--- src/sv/ucc_pkg.sv ---
// ----------------------------------------------------------------------------
// ucc_pkg
// Shared types and code point constants for the UTF-8 comment character
// counter.
// ----------------------------------------------------------------------------
package ucc_pkg;

  localparam int unsigned CP_W     = 21;
  localparam int unsigned WIN_D    = 3;
  localparam int unsigned SEQ_D    = 4;
  localparam int unsigned OUT_W    = 32;

  localparam logic [CP_W-1:0] CP_REPL      = 21'h00FFFD;
  localparam logic [CP_W-1:0] CP_IDEO_SP   = 21'h003000;
  localparam logic [CP_W-1:0] CP_SURR_LO   = 21'h00D800;
  localparam logic [CP_W-1:0] CP_SURR_HI   = 21'h00DFFF;
  localparam logic [CP_W-1:0] CP_MAX       = 21'h10FFFF;
  localparam logic [CP_W-1:0] CP_MIN2      = 21'h000080;
  localparam logic [CP_W-1:0] CP_MIN3      = 21'h000800;
  localparam logic [CP_W-1:0] CP_MIN4      = 21'h010000;
  localparam logic [CP_W-1:0] CJK_A_LO     = 21'h004E00;
  localparam logic [CP_W-1:0] CJK_A_HI     = 21'h009FFF;
  localparam logic [CP_W-1:0] CJK_B_LO     = 21'h003400;
  localparam logic [CP_W-1:0] CJK_B_HI     = 21'h004DBF;
  localparam logic [CP_W-1:0] CJK_C_LO     = 21'h020000;
  localparam logic [CP_W-1:0] CJK_C_HI     = 21'h02A6DF;
  localparam logic [CP_W-1:0] CJK_D_LO     = 21'h02A700;
  localparam logic [CP_W-1:0] CJK_D_HI     = 21'h02CEAF;
  localparam logic [CP_W-1:0] CJK_E_LO     = 21'h00F900;
  localparam logic [CP_W-1:0] CJK_E_HI     = 21'h00FAFF;

  typedef logic [SEQ_D-1:0][7:0] seq_t;

  typedef struct packed {
    logic code;
    logic comment;
    logic cjk;
  } hit_t;

endpackage

--- src/sv/ucc_resolve.sv ---
// ----------------------------------------------------------------------------
// ucc_resolve
// Resolves one byte position: strict UTF-8 decode, continuation skipping
// and whitespace / comment / CJK classification.
// ----------------------------------------------------------------------------
module ucc_resolve (
  input  logic                active_i,
  input  logic [1:0]          skip_i,
  input  ucc_pkg::seq_t       bytes_i,
  input  logic [2:0]          avail_i,
  input  logic                comment_i,
  output logic [1:0]          skip_o,
  output ucc_pkg::hit_t       hit_o
);

  logic                      c1, c2, c3;
  logic [10:0]               v2;
  logic [15:0]               v3;
  logic [ucc_pkg::CP_W-1:0]  v4;
  logic [ucc_pkg::CP_W-1:0]  cp;
  logic [1:0]                dec_skip;
  logic                      white;
  logic                      ideo;

  assign c1 = (avail_i > 3'd1) && (bytes_i[1][7:6] == 2'b10);
  assign c2 = (avail_i > 3'd2) && (bytes_i[2][7:6] == 2'b10);
  assign c3 = (avail_i > 3'd3) && (bytes_i[3][7:6] == 2'b10);
  assign v2 = {bytes_i[0][4:0], bytes_i[1][5:0]};
  assign v3 = {bytes_i[0][3:0], bytes_i[1][5:0], bytes_i[2][5:0]};
  assign v4 = {bytes_i[0][2:0], bytes_i[1][5:0], bytes_i[2][5:0], bytes_i[3][5:0]};

  always_comb begin
    cp       = ucc_pkg::CP_REPL;
    dec_skip = 2'd0;
    if (!bytes_i[0][7]) begin
      cp = ucc_pkg::CP_W'(bytes_i[0]);
    end else if (bytes_i[0][7:5] == 3'b110) begin
      if (c1 && (ucc_pkg::CP_W'(v2) >= ucc_pkg::CP_MIN2)) begin
        cp       = ucc_pkg::CP_W'(v2);
        dec_skip = 2'd1;
      end
    end else if (bytes_i[0][7:4] == 4'b1110) begin
      if (c1 && c2 && (ucc_pkg::CP_W'(v3) >= ucc_pkg::CP_MIN3) &&
          !((ucc_pkg::CP_W'(v3) >= ucc_pkg::CP_SURR_LO) &&
            (ucc_pkg::CP_W'(v3) <= ucc_pkg::CP_SURR_HI))) begin
        cp       = ucc_pkg::CP_W'(v3);
        dec_skip = 2'd2;
      end
    end else if (bytes_i[0][7:3] == 5'b11110) begin
      if (c1 && c2 && c3 && (v4 >= ucc_pkg::CP_MIN4) && (v4 <= ucc_pkg::CP_MAX)) begin
        cp       = v4;
        dec_skip = 2'd3;
      end
    end
  end

  assign white = (cp == 21'h20) || (cp == 21'h09) || (cp == 21'h0A) || (cp == 21'h0D) ||
                 (cp == 21'h0B) || (cp == 21'h0C) || (cp == ucc_pkg::CP_IDEO_SP);

  assign ideo = ((cp >= ucc_pkg::CJK_A_LO) && (cp <= ucc_pkg::CJK_A_HI)) ||
                ((cp >= ucc_pkg::CJK_B_LO) && (cp <= ucc_pkg::CJK_B_HI)) ||
                ((cp >= ucc_pkg::CJK_C_LO) && (cp <= ucc_pkg::CJK_C_HI)) ||
                ((cp >= ucc_pkg::CJK_D_LO) && (cp <= ucc_pkg::CJK_D_HI)) ||
                ((cp >= ucc_pkg::CJK_E_LO) && (cp <= ucc_pkg::CJK_E_HI));

  always_comb begin
    skip_o = skip_i;
    hit_o  = '0;
    if (active_i) begin
      if (skip_i != 2'd0) begin
        skip_o = skip_i - 2'd1;
      end else begin
        skip_o = dec_skip;
        if (!white) begin
          hit_o.code    = !comment_i;
          hit_o.comment = comment_i;
          hit_o.cjk     = comment_i && ideo;
        end
      end
    end
  end

endmodule

--- src/sv/ucc_accum.sv ---
// ----------------------------------------------------------------------------
// ucc_accum
// Saturating running total that takes an increment of up to seven per request.
// ----------------------------------------------------------------------------
module ucc_accum #(
  parameter int unsigned CountWidth = 32
) (
  input  logic                  clk_i,
  input  logic                  rst_ni,
  input  logic                  en_i,
  input  logic                  clear_i,
  input  logic [2:0]            inc_i,
  output logic [CountWidth-1:0] sum_o
);

  logic [CountWidth-1:0] total_q, total_d;
  logic [CountWidth:0]   sum_ext;

  assign sum_ext = {1'b0, total_q} + (CountWidth + 1)'(inc_i);
  assign sum_o   = sum_ext[CountWidth] ? '1 : sum_ext[CountWidth-1:0];
  assign total_d = clear_i ? '0 : sum_o;

  always_ff @(posedge clk_i or negedge rst_ni) begin
    if (!rst_ni) begin
      total_q <= '0;
    end else if (en_i) begin
      total_q <= total_d;
    end
  end

endmodule

--- src/sv/utf8_comment_char_counter.sv ---
// ----------------------------------------------------------------------------
// utf8_comment_char_counter
// Counts non-whitespace UTF-8 characters of a byte stream as code, comment
// and comment CJK, and emits the three saturating totals at the last byte.
//
//   channel  | dir | tdata                               | side bands
//   ---------+-----+-------------------------------------+------------------
//   s_axis   | in  | [7:0] text_byte                     | tuser comment_flag,
//            |     |                                     | tlast last
//   m_axis   | out | [31:0] code_chars, [63:32] comment_ | none
//            |     | chars, [95:64] comment_cjk_chars    |
//
// One byte per cycle sustained while no last byte stalls; input register, then output register.
// The input register feeds a four-position resolve chain and the totals.
// A last byte stalls only while a previous result waits in the output register.
// Reset clears the window fill count, skip count and totals; no clearing pass.
// ----------------------------------------------------------------------------
module utf8_comment_char_counter #(
  parameter int unsigned COUNT_WIDTH = 32
) (
  input  logic        clk_i,
  input  logic        rst_ni,
  input  logic        s_axis_tvalid,
  output logic        s_axis_tready,
  input  logic [7:0]  s_axis_tdata,   // [7:0] text_byte
  input  logic        s_axis_tuser,   // [0] comment_flag
  input  logic        s_axis_tlast,
  output logic        m_axis_tvalid,
  input  logic        m_axis_tready,
  output logic [95:0] m_axis_tdata    // [31:0] code, [63:32] comment, [95:64] cjk
);

  logic                 in_valid_q;
  logic [7:0]           in_byte_q;
  logic                 in_flag_q;
  logic                 in_last_q;
  logic                 advance;

  logic [7:0]           win_byte_q [ucc_pkg::WIN_D];
  logic                 win_flag_q [ucc_pkg::WIN_D];
  logic [1:0]           fill_q, fill_d;
  logic [1:0]           skip_q, skip_d;

  logic [7:0]           s_byte [ucc_pkg::SEQ_D];
  logic                 s_flag [ucc_pkg::SEQ_D];
  logic [2:0]           n_seq;

  logic [1:0]           chain_skip [ucc_pkg::SEQ_D+1];
  ucc_pkg::hit_t        hit [ucc_pkg::SEQ_D];
  logic [2:0]           inc_code, inc_comment, inc_cjk;

  logic [COUNT_WIDTH-1:0] sum_code, sum_comment, sum_cjk;

  logic                 out_valid_q;
  logic [95:0]          out_data_q;

  assign advance       = in_valid_q && (!in_last_q || !out_valid_q || m_axis_tready);
  assign s_axis_tready = !in_valid_q || advance;

  always_ff @(posedge clk_i or negedge rst_ni) begin
    if (!rst_ni) begin
      in_valid_q <= 1'b0;
    end else if (s_axis_tready) begin
      in_valid_q <= s_axis_tvalid;
    end
  end

  always_ff @(posedge clk_i) begin
    if (s_axis_tready && s_axis_tvalid) begin
      in_byte_q <= s_axis_tdata;
      in_flag_q <= s_axis_tuser;
      in_last_q <= s_axis_tlast;
    end
  end

  always_comb begin
    for (int k = 0; k < ucc_pkg::SEQ_D; k++) begin
      s_byte[k] = '0;
      s_flag[k] = 1'b0;
    end
    for (int k = 0; k < ucc_pkg::WIN_D; k++) begin
      if (2'(k) < fill_q) begin
        s_byte[k] = win_byte_q[k];
        s_flag[k] = win_flag_q[k];
      end else if (2'(k) == fill_q) begin
        s_byte[k] = in_byte_q;
        s_flag[k] = in_flag_q;
      end
    end
    if (fill_q == 2'd3) begin
      s_byte[3] = in_byte_q;
      s_flag[3] = in_flag_q;
    end
  end

  assign n_seq         = {1'b0, fill_q} + 3'd1;
  assign chain_skip[0] = skip_q;

  for (genvar k = 0; k < ucc_pkg::SEQ_D; k++) begin : g_pos
    ucc_pkg::seq_t unit_bytes;
    logic          unit_active;
    logic [2:0]    unit_avail;

    always_comb begin
      unit_bytes = '0;
      for (int j = 0; j < ucc_pkg::SEQ_D - k; j++) begin
        unit_bytes[j] = s_byte[k + j];
      end
    end

    assign unit_avail  = n_seq - 3'(k);
    assign unit_active = (3'(k) < n_seq) && (in_last_q || ((k == 0) && (fill_q == 2'd3)));

    ucc_resolve u_resolve (
      .active_i  (unit_active),
      .skip_i    (chain_skip[k]),
      .bytes_i   (unit_bytes),
      .avail_i   (unit_avail),
      .comment_i (s_flag[k]),
      .skip_o    (chain_skip[k+1]),
      .hit_o     (hit[k])
    );
  end

  always_comb begin
    inc_code    = '0;
    inc_comment = '0;
    inc_cjk     = '0;
    for (int k = 0; k < ucc_pkg::SEQ_D; k++) begin
      inc_code    = inc_code    + 3'(hit[k].code);
      inc_comment = inc_comment + 3'(hit[k].comment);
      inc_cjk     = inc_cjk     + 3'(hit[k].cjk);
    end
  end

  assign skip_d = in_last_q ? 2'd0 : chain_skip[ucc_pkg::SEQ_D];
  assign fill_d = in_last_q ? 2'd0 : ((fill_q == 2'd3) ? 2'd3 : fill_q + 2'd1);

  always_ff @(posedge clk_i or negedge rst_ni) begin
    if (!rst_ni) begin
      fill_q <= '0;
      skip_q <= '0;
    end else if (advance) begin
      fill_q <= fill_d;
      skip_q <= skip_d;
    end
  end

  always_ff @(posedge clk_i) begin
    if (advance && !in_last_q) begin
      if (fill_q == 2'd3) begin
        win_byte_q[0] <= win_byte_q[1];
        win_byte_q[1] <= win_byte_q[2];
        win_byte_q[2] <= in_byte_q;
        win_flag_q[0] <= win_flag_q[1];
        win_flag_q[1] <= win_flag_q[2];
        win_flag_q[2] <= in_flag_q;
      end else begin
        win_byte_q[fill_q] <= in_byte_q;
        win_flag_q[fill_q] <= in_flag_q;
      end
    end
  end

  ucc_accum #(.CountWidth(COUNT_WIDTH)) u_code (
    .clk_i, .rst_ni, .en_i(advance), .clear_i(in_last_q), .inc_i(inc_code), .sum_o(sum_code)
  );

  ucc_accum #(.CountWidth(COUNT_WIDTH)) u_comment (
    .clk_i, .rst_ni, .en_i(advance), .clear_i(in_last_q), .inc_i(inc_comment),
    .sum_o(sum_comment)
  );

  ucc_accum #(.CountWidth(COUNT_WIDTH)) u_cjk (
    .clk_i, .rst_ni, .en_i(advance), .clear_i(in_last_q), .inc_i(inc_cjk), .sum_o(sum_cjk)
  );

  always_ff @(posedge clk_i or negedge rst_ni) begin
    if (!rst_ni) begin
      out_valid_q <= 1'b0;
    end else if (advance && in_last_q) begin
      out_valid_q <= 1'b1;
    end else if (m_axis_tready) begin
      out_valid_q <= 1'b0;
    end
  end

  always_ff @(posedge clk_i) begin
    if (advance && in_last_q) begin
      out_data_q[31:0]  <= ucc_pkg::OUT_W'(64'(sum_code));
      out_data_q[63:32] <= ucc_pkg::OUT_W'(64'(sum_comment));
      out_data_q[95:64] <= ucc_pkg::OUT_W'(64'(sum_cjk));
    end
  end

  assign m_axis_tvalid = out_valid_q;
  assign m_axis_tdata  = out_data_q;

  a_skip_needs_full: assert property (@(posedge clk_i) disable iff (!rst_ni)
    (skip_q != 2'd0) |-> (fill_q == 2'd3))
    else $error("skip pending without a full window");

  a_last_clears: assert property (@(posedge clk_i) disable iff (!rst_ni)
    (advance && in_last_q) |=> (out_valid_q && (fill_q == 2'd0) && (skip_q == 2'd0)))
    else $error("last byte did not emit a result and clear state");

  a_stall_cause: assert property (@(posedge clk_i) disable iff (!rst_ni)
    !s_axis_tready |-> (in_valid_q && in_last_q && out_valid_q && !m_axis_tready))
    else $error("input stalled without a waiting result");

  a_mid_no_result: assert property (@(posedge clk_i) disable iff (!rst_ni)
    (!out_valid_q && !(advance && in_last_q)) |=> !out_valid_q)
    else $error("result appeared without a last byte");

endmodule
--- config.mk ---
export PLATFORM = sky130hd
export DESIGN_NAME = utf8_comment_char_counter
export DESIGN_NICKNAME = d
export VERILOG_FILES = /design/src/sv/ucc_pkg.sv /design/src/sv/ucc_resolve.sv /design/src/sv/ucc_accum.sv /design/src/sv/utf8_comment_char_counter.sv
export SDC_FILE = /design/constraint.sdc
export NUM_CORES = 1
export LEC_CHECK = 0
export BUFFER_PORTS_ARGS = -buffer_cell sky130_fd_sc_hd__buf_2
export CAP_MARGIN = 20
export CORE_ASPECT_RATIO = 0.9
export CORE_MARGIN = 2
export CORE_UTILIZATION = 40
export CTS_CLUSTER_DIAMETER = 200
export DETAILED_ROUTE_END_ITERATION = 12
export PLACE_DENSITY = 0.62
export SLEW_MARGIN = 30
export SYNTH_ARGS = -nofsm -noshare
export SYNTH_HDL_FRONTEND = slang
export SYNTH_SLANG_ARGS = --single-unit
export TNS_END_PERCENT = 100
--- constraint.sdc ---
create_clock -name clk_i -period 9.7 [get_ports clk_i]
set_clock_uncertainty 0.2 [all_clocks]
set_input_delay 2.425 -clock clk_i [delete_from_list [all_inputs] [get_ports clk_i]]
set_output_delay 2.425 -clock clk_i [all_outputs]
set_load 0.02 [all_outputs]
; ---- Yosys cells after proc, flatten, opt, wreduce, memory -nomap -nowiden
; Memories as Yosys holds them, arrays and structs flattened.
; Index checks and enable logic that the tools add are counted.
[op_classes]
addsub = 20
order_cmp = 64
n_eq_ne = 40
n_mux = 88
n_reduce_logical = 113
[op_table]
columns = op, n
row1 = $eq A21 B4 Y1 const B, 15
row2 = $mux W32, 6
row3 = $mux W21, 8
row4 = $mux W16, 8
row5 = $ge A21 B18 Y1 const B, 6
row6 = $le A21 B16 Y1 const B, 6
row7 = $le A21 B18 Y1 const B, 6
row8 = $add A32 B3 Y33, 3
row9 = $eq A16 B4 Y1 const B, 5
row10 = $le A16 B16 Y1 const B, 4
row11 = $mux W8, 8
row12 = $eq A21 B14 Y1 const B, 3
row13 = $eq A21 B6 Y1 const B, 3
row14 = $ge A21 B14 Y1 const B, 3
row15 = $ge A21 B15 Y1 const B, 3
row16 = $ge A21 B16 Y1 const B, 3
row17 = $le A21 B15 Y1 const B, 3
row18 = $logic_and A1 B1 Y1, 52
row19 = $ge A16 B16 Y1 const B, 3
row20 = $mux W2, 24
row21 = $logic_or A1 B1 Y1, 44
row22 = $ge A16 B18 Y1 const B, 2
row23 = $le A16 B18 Y1 const B, 2
row24 = $mux W3, 12
row25 = 35 further kinds, 93
[word_totals]
regBits = 208
mem_bits_rw = 27
in_bits = 14
output_inout_bits = 98
elab_cells = 338
n_memories = 2
[mem_list]
columns = name, depth, word_bits, read_ports, rd_ports_with_merged_regs, write_ports, line_no
row1 = win_byte_q, 3, 8, 3, 0, 3, utf8_comment_char_counter.sv:39  ; logic [7:0] win_byte_q [ucc_pkg::WIN_D];
row2 = win_flag_q, 3, 1, 3, 0, 3, utf8_comment_char_counter.sv:40  ; logic win_flag_q [ucc_pkg::WIN_D];

; ---- Longest topological paths before layout
[depth]
ltp_word = 30
depth_mapped = 37
ltp_nobuf = 26

; ---- Cells and area by module
; From an unflattened synthesis, not the netlist that was laid out.
[unflattened]
hier_cells = 1894
area_unflattened_um2 = 17224.0
[modules_own_cells]
columns = module, instances, cells_per_inst, area_per_inst_um2, seq_area_each_um2
row1 = ucc_accum, 3, 291, 2336.0, 800.8
row2 = utf8_comment_char_counter, 1, 309, 5406.4, 4144.0
row3 = ucc_resolve at g_pos[1].u_resolve ..., 3, 173, 1184.9, 0.0
row4 = ucc_resolve at g_pos[0].u_resolve, 1, 193, 1255.0, 0.0

; ---- Worst setup path after synthesis
; OpenSTA, ideal clock, no wires.
[synth_timing]
path_type = input port to flip-flop
start = input m_axis_tready
end = register out_valid_q (netlist: m_axis_tvalid)
setup_ns = 0.090
arrival_ns = 7.369
required_ns = 9.410
setup_slack_ns = 2.041
path_stages = 6
path_buffers = 1
path_cell_list = nor2b_1 > nand2_1 > nand2_1 > clkbuf_1 > nor2_1 > or2_2
[synth_via]
elab_chain_cells = 4
elab_cells_between_ends = 5
classes_between = mux: 1 / reduce/logical: 4
[synth_lines]
columns = item, line_no
row1 = start: declaration, utf8_comment_char_counter.sv:29  ; input logic m_axis_tready,
row2 = $logic_or A1 B1 Y1, utf8_comment_char_counter.sv:57  ; assign advance = in_valid_q && (!in_last_q || !out_valid_q || m_axis_tready);
row3 = $logic_and A1 B1 Y1, utf8_comment_char_counter.sv:57
row4 = $logic_and A1 B1 Y1, utf8_comment_char_counter.sv:181  ; end else if (advance && in_last_q) begin
row5 = $mux W1 / $reduce_bool A2 Y1 (equally long branches), -
row6 = end signal: assignment, utf8_comment_char_counter.sv:180  ; out_valid_q <= 1'b0;
row7 = end signal: assignment, utf8_comment_char_counter.sv:182  ; out_valid_q <= 1'b1;
row8 = end signal: assignment, utf8_comment_char_counter.sv:184  ; out_valid_q <= 1'b0;
row9 = end: declaration, utf8_comment_char_counter.sv:54  ; logic out_valid_q;
; Parallel ways exist; a longest one is shown, timed or not.
; A chain may end at the register's enable or synchronous reset.

; ---- Final worst setup path
[layout_timing]
start = register fill_q[1]
end = register u_comment.total_q[12]
[layout_via]
elab_chain_cells = 30
elab_cells_between_ends = 193
classes_between = add/sub: 9 / order compare: 24 / eq/ne: 40 / mux: 65 / reduce/logical: 55
[layout_lines]
columns = item, line_no
row1 = start: declaration, utf8_comment_char_counter.sv:41  ; logic [1:0] fill_q, fill_d;
row2 = start signal: assignment, utf8_comment_char_counter.sv:144  ; fill_q <= fill_d;
row3 = branches (longest 26 deep; another with $ge A21 B17 Y1), -
row4 = $add A3 B1 Y3 *, utf8_comment_char_counter.sv:131  ; inc_comment = inc_comment + 3'(hit[k].comment);
row5 = $add A32 B3 Y33 *, ucc_accum.sv:19  ; assign sum_ext = {1'b0, total_q} + (CountWidth + 1)'(inc_i);
row6 = $mux W32 *, ucc_accum.sv:20  ; assign sum_o = sum_ext[CountWidth] ? '1 : sum_ext[CountWidth-1:0];
row7 = $mux W32 *, ucc_accum.sv:21  ; assign total_d = clear_i ? '0 : sum_o;
row8 = end signal: assignment, ucc_accum.sv:27  ; total_q <= total_d;
row9 = end: declaration, ucc_accum.sv:16  ; logic [CountWidth-1:0] total_q, total_d;
; Every way passes the cells marked *.

==> out/results.ini <==
[run_status]
status = finished, final reports clean

[worst_setup_path]
critPathKind = reg -> reg
startpoint_type = flip-flop
cp.required_ns = 9.96
crit_fanout = 34
cp-end-kind = flip-flop
cp.arrival_ns = 8.44

[job]
maxCapViolations = 0

[clock_network]
cts_tree = done
post_cts_buffers = 0
clkSinkCount = 235
cts-root-buf = clkbuf_16
cts_buffers = 27
clk_path_buf_depth = 3
insertion_delay_ns = 0.56
cts.repair.resized = 0
htree_levels = 1
cts.clk_slew.worst_paths_ns = 0.06
cts-hold-fix-buffers = 0

[timing]
rsz0062_at_grt = no
fmax_mhz = 122
tightest_slew_ns = 1.05
period_needed_ns = 8.18
slew_viol_final = 0
finalSetupViolations = 0
period_share = 0.843
setup_ws_ns = 1.52
relSlewSlack = 0.295
fin_tns_setup_ns = 0
hold_viol = 0
hold_slack_ns = 0.289

[placed_design]
portBuffers = 111
place_ws_ns = 1.47
numPlacedInstances = 1950
gp_congestion = 0.918
dp_hpwl_mm = 25.2

[drt]
routed_wl_mm = 37.3
drc = 0
dr_total_vias = 11614
wl_per_cell_microns = 18.7
vias_per_cell = 5.81
drt_first_pass_iters = 7
ant_nets = 0
top_layer = met4
wl_met1_mm = 18.0
drtIter0Drc = 956
dr_wl_met2_mm = 16.1
wl_met3_mm = 2.29

[logic_synthesis]
synth_compound_area_frac = 0.206
netlist_instances = 1457
yosysUniqueCellTypes = 91
synth_top_family_by_area = compound AO/OA/AOI/OAI gates
synth_area_sq_um = 14000
yosysSeqAreaShare = 0.467
async_reset_ff_frac = 0.434
synth_fp_nets = 1490
synth_ff_type = edfxtp_1
synth_area_per_cell_sq_um = 9.62
synthAdderAreaFrac = 0.0212
synth_edf_count = 133
yosys_register_bits = 235
synth_xor_area_frac = 0.0425
yosys.area_share.simple = 0.193
synth.area.mux_share = 0.0251
yosysWarnings = 0

[floorplanning]
rows = 65
coreArea_sq_um = 34800
die_y_microns = 182
initial_utilization = 0.403
dieArea_sq_um = 36500
die_w_microns = 201
io_pins = 112

[hold_path]
hp-class = reg -> reg

[pwr]
p_sw_uw = 783
combPwrFrac = 0.178
p_clk_frac = 0.402
power.leakage_nw = 6.79
power.density_nw_per_um2 = 171
vdd_drop_max_uv = 124
pwr-share-seq = 0.420
netSwitchingFraction = 0.289
power.internal_mw = 1.93

[grt]
grt_use_total = 0.201
grt_pass1_vias = 11027
antenna_found_initial = 0
grt.overflow.total = 0
grt_pass1_wl_mm = 60.0
grt_max_degree = 66

[cells_and_area]
final_layout_size_suffix_gt1_frac = 0.159
fillers = 3392
syn2layout_area_growth_pct = 13.0
finalNonFillerCells = 2000
diodes = 0
nets = 1543
multi_input_area_sq_um = 6870
regArea_sq_um = 6550

## logic make-up after synthesis
group,after synthesis
DFF,235
muxes,32
buffers and inverters,147
adders and majority gates,19
AOI/OAI and AO/OA,428
and+or+nand+nor,527
other,1
xor gates and xnor gates,68
## synth_stat cells (13+ instances only)
cell type  number  area, sq um
mux2_2         25          282
o21a_1         18          135
nor3_1         19         95.1
clkbuf_1       73          274
o21ai_0        74          370
nand4_1        19          119
o22ai_1        13         81.3
inv_1          38          143
dfrtp_1       102         2550
xor2_1         34          298
buf_2          23          115
and2_1         25          156
edfxtp_1      133         3990
xnor2_1        34          298
nand2_1       201          754
nand3_1        52          260
o22a_1         40          350
and3_1         44          275
a21oi_1       110          551
a31oi_1        39          244
nor2_1         74          278
a22o_1         33          289
## through the flow
stage / cell area, sq um / power (mW) / util
2_1_floorplan: 14000 / 1.49 / -
3_3_place_gp: 14900 / 1.63 / 0.427
3_5_place_dp: 14900 / 1.63 / 0.427
4_1_cts: 15800 / 2.73 / 0.455
5_1_grt: 15800 / 2.83 / 0.455
6_report: 15800 / 2.71 / 0.455
## metal layers
metal	GRT usage	vias up
met4	0.0550	0
met1	0.303	5634
met3	0.0276	66
met5	0	-
li1	-	5519
met2	0.301	395
## layout make-up
cell class,instances,share of cell area
Multi-Input combinational cell,1075,0.434
Timing Repair Buffer,133,0.0465
Clock inverter,17,0.0145
Tap cell,469,0.0371
Clock buffer,33,0.0460
Inverter,38,0.00901
Sequential cell,235,0.413
## worst paths after layout
kind / endpoint / depth (start not counted) / start / slack [ns]
hold reg to reg: skip_q[0] / 2 / skip_q[0] / 0.29
hold / removal: skip_q[0] / 2 / skip_q[0] / 0.29
setup / recovery: u_comment.total_q[12] / 24 / fill_q[1] / 1.52
min in group asynchronous: u_code.total_q[23] / 1 / rst_ni / 1.71
max in group asynchronous: u_comment.total_q[19] / 2 / rst_ni / 6.31
setup reg to reg: u_comment.total_q[12] / 24 / fill_q[1] / 1.52
## sequential cells by signal, summed over array words and instances, names as in the netlist, 2 cells and up
name	cells
u_cjk.total_q	32
skip_q	2
u_comment.total_q	32
win_byte_q	24
m_axis_tdata	96
u_code.total_q	32
win_flag_q	3
in_byte_q	8
fill_q	2
## critical path, stage by stage (launching register included)
cell and delay (ns):
dfrtp_1 0.34, buf_4 0.29, ha_1 0.74, nand2_1 0.24
a22oi_1 0.40, a2bb2oi_1 0.12, o2111a_1 0.48, a21oi_1 0.37
or4b_1 0.47, a21oi_1 0.13, o21ai_0 0.10, a21oi_1 0.19
nand2b_1 0.18, fa_1 0.45, fa_1 0.47, fa_1 0.42
and2b_1 0.28, and2_1 0.27, and2_1 0.21, nand2_1 0.10
or3_1 0.47, or3_2 0.49, buf_4 0.25, a41o_1 0.27
a21oi_1 0.13
## power groups by stage
stage	clock [mW]	combinational [mW]	sequential, mW
2_1_floorplan	0	0.327	1.17
3_3_place_gp	0	0.472	1.16
3_5_place_dp	0	0.474	1.16
4_1_cts	1.12	0.476	1.14
5_1_grt	1.16	0.530	1.14
6_report	1.09	0.483	1.14
## cells in the final DEF (no fill, tap or decap), types with 9 or more instances in the layout
master,count
xor2_1,34
nand3b_1,11
nand4_1,19
buf_4,22
inv_1,38
o22a_1,40
o21a_1,18
dfrtp_1,102
nor2b_1,9
a22o_1,33
nor4_1,10
nor2_1,72
mux2_2,25
nand2_1,200
edfxtp_1,133
nand3_1,52
xnor2_1,34
a31oi_1,39
o211ai_1,9
nor3_1,19
a41oi_1,10
and3_1,44
clkbuf_16,27
and2_1,24
buf_2,110
ha_1,10
o22ai_1,13
a21oi_1,110
o21ai_0,74
Power figures use the tool's default switching activity.
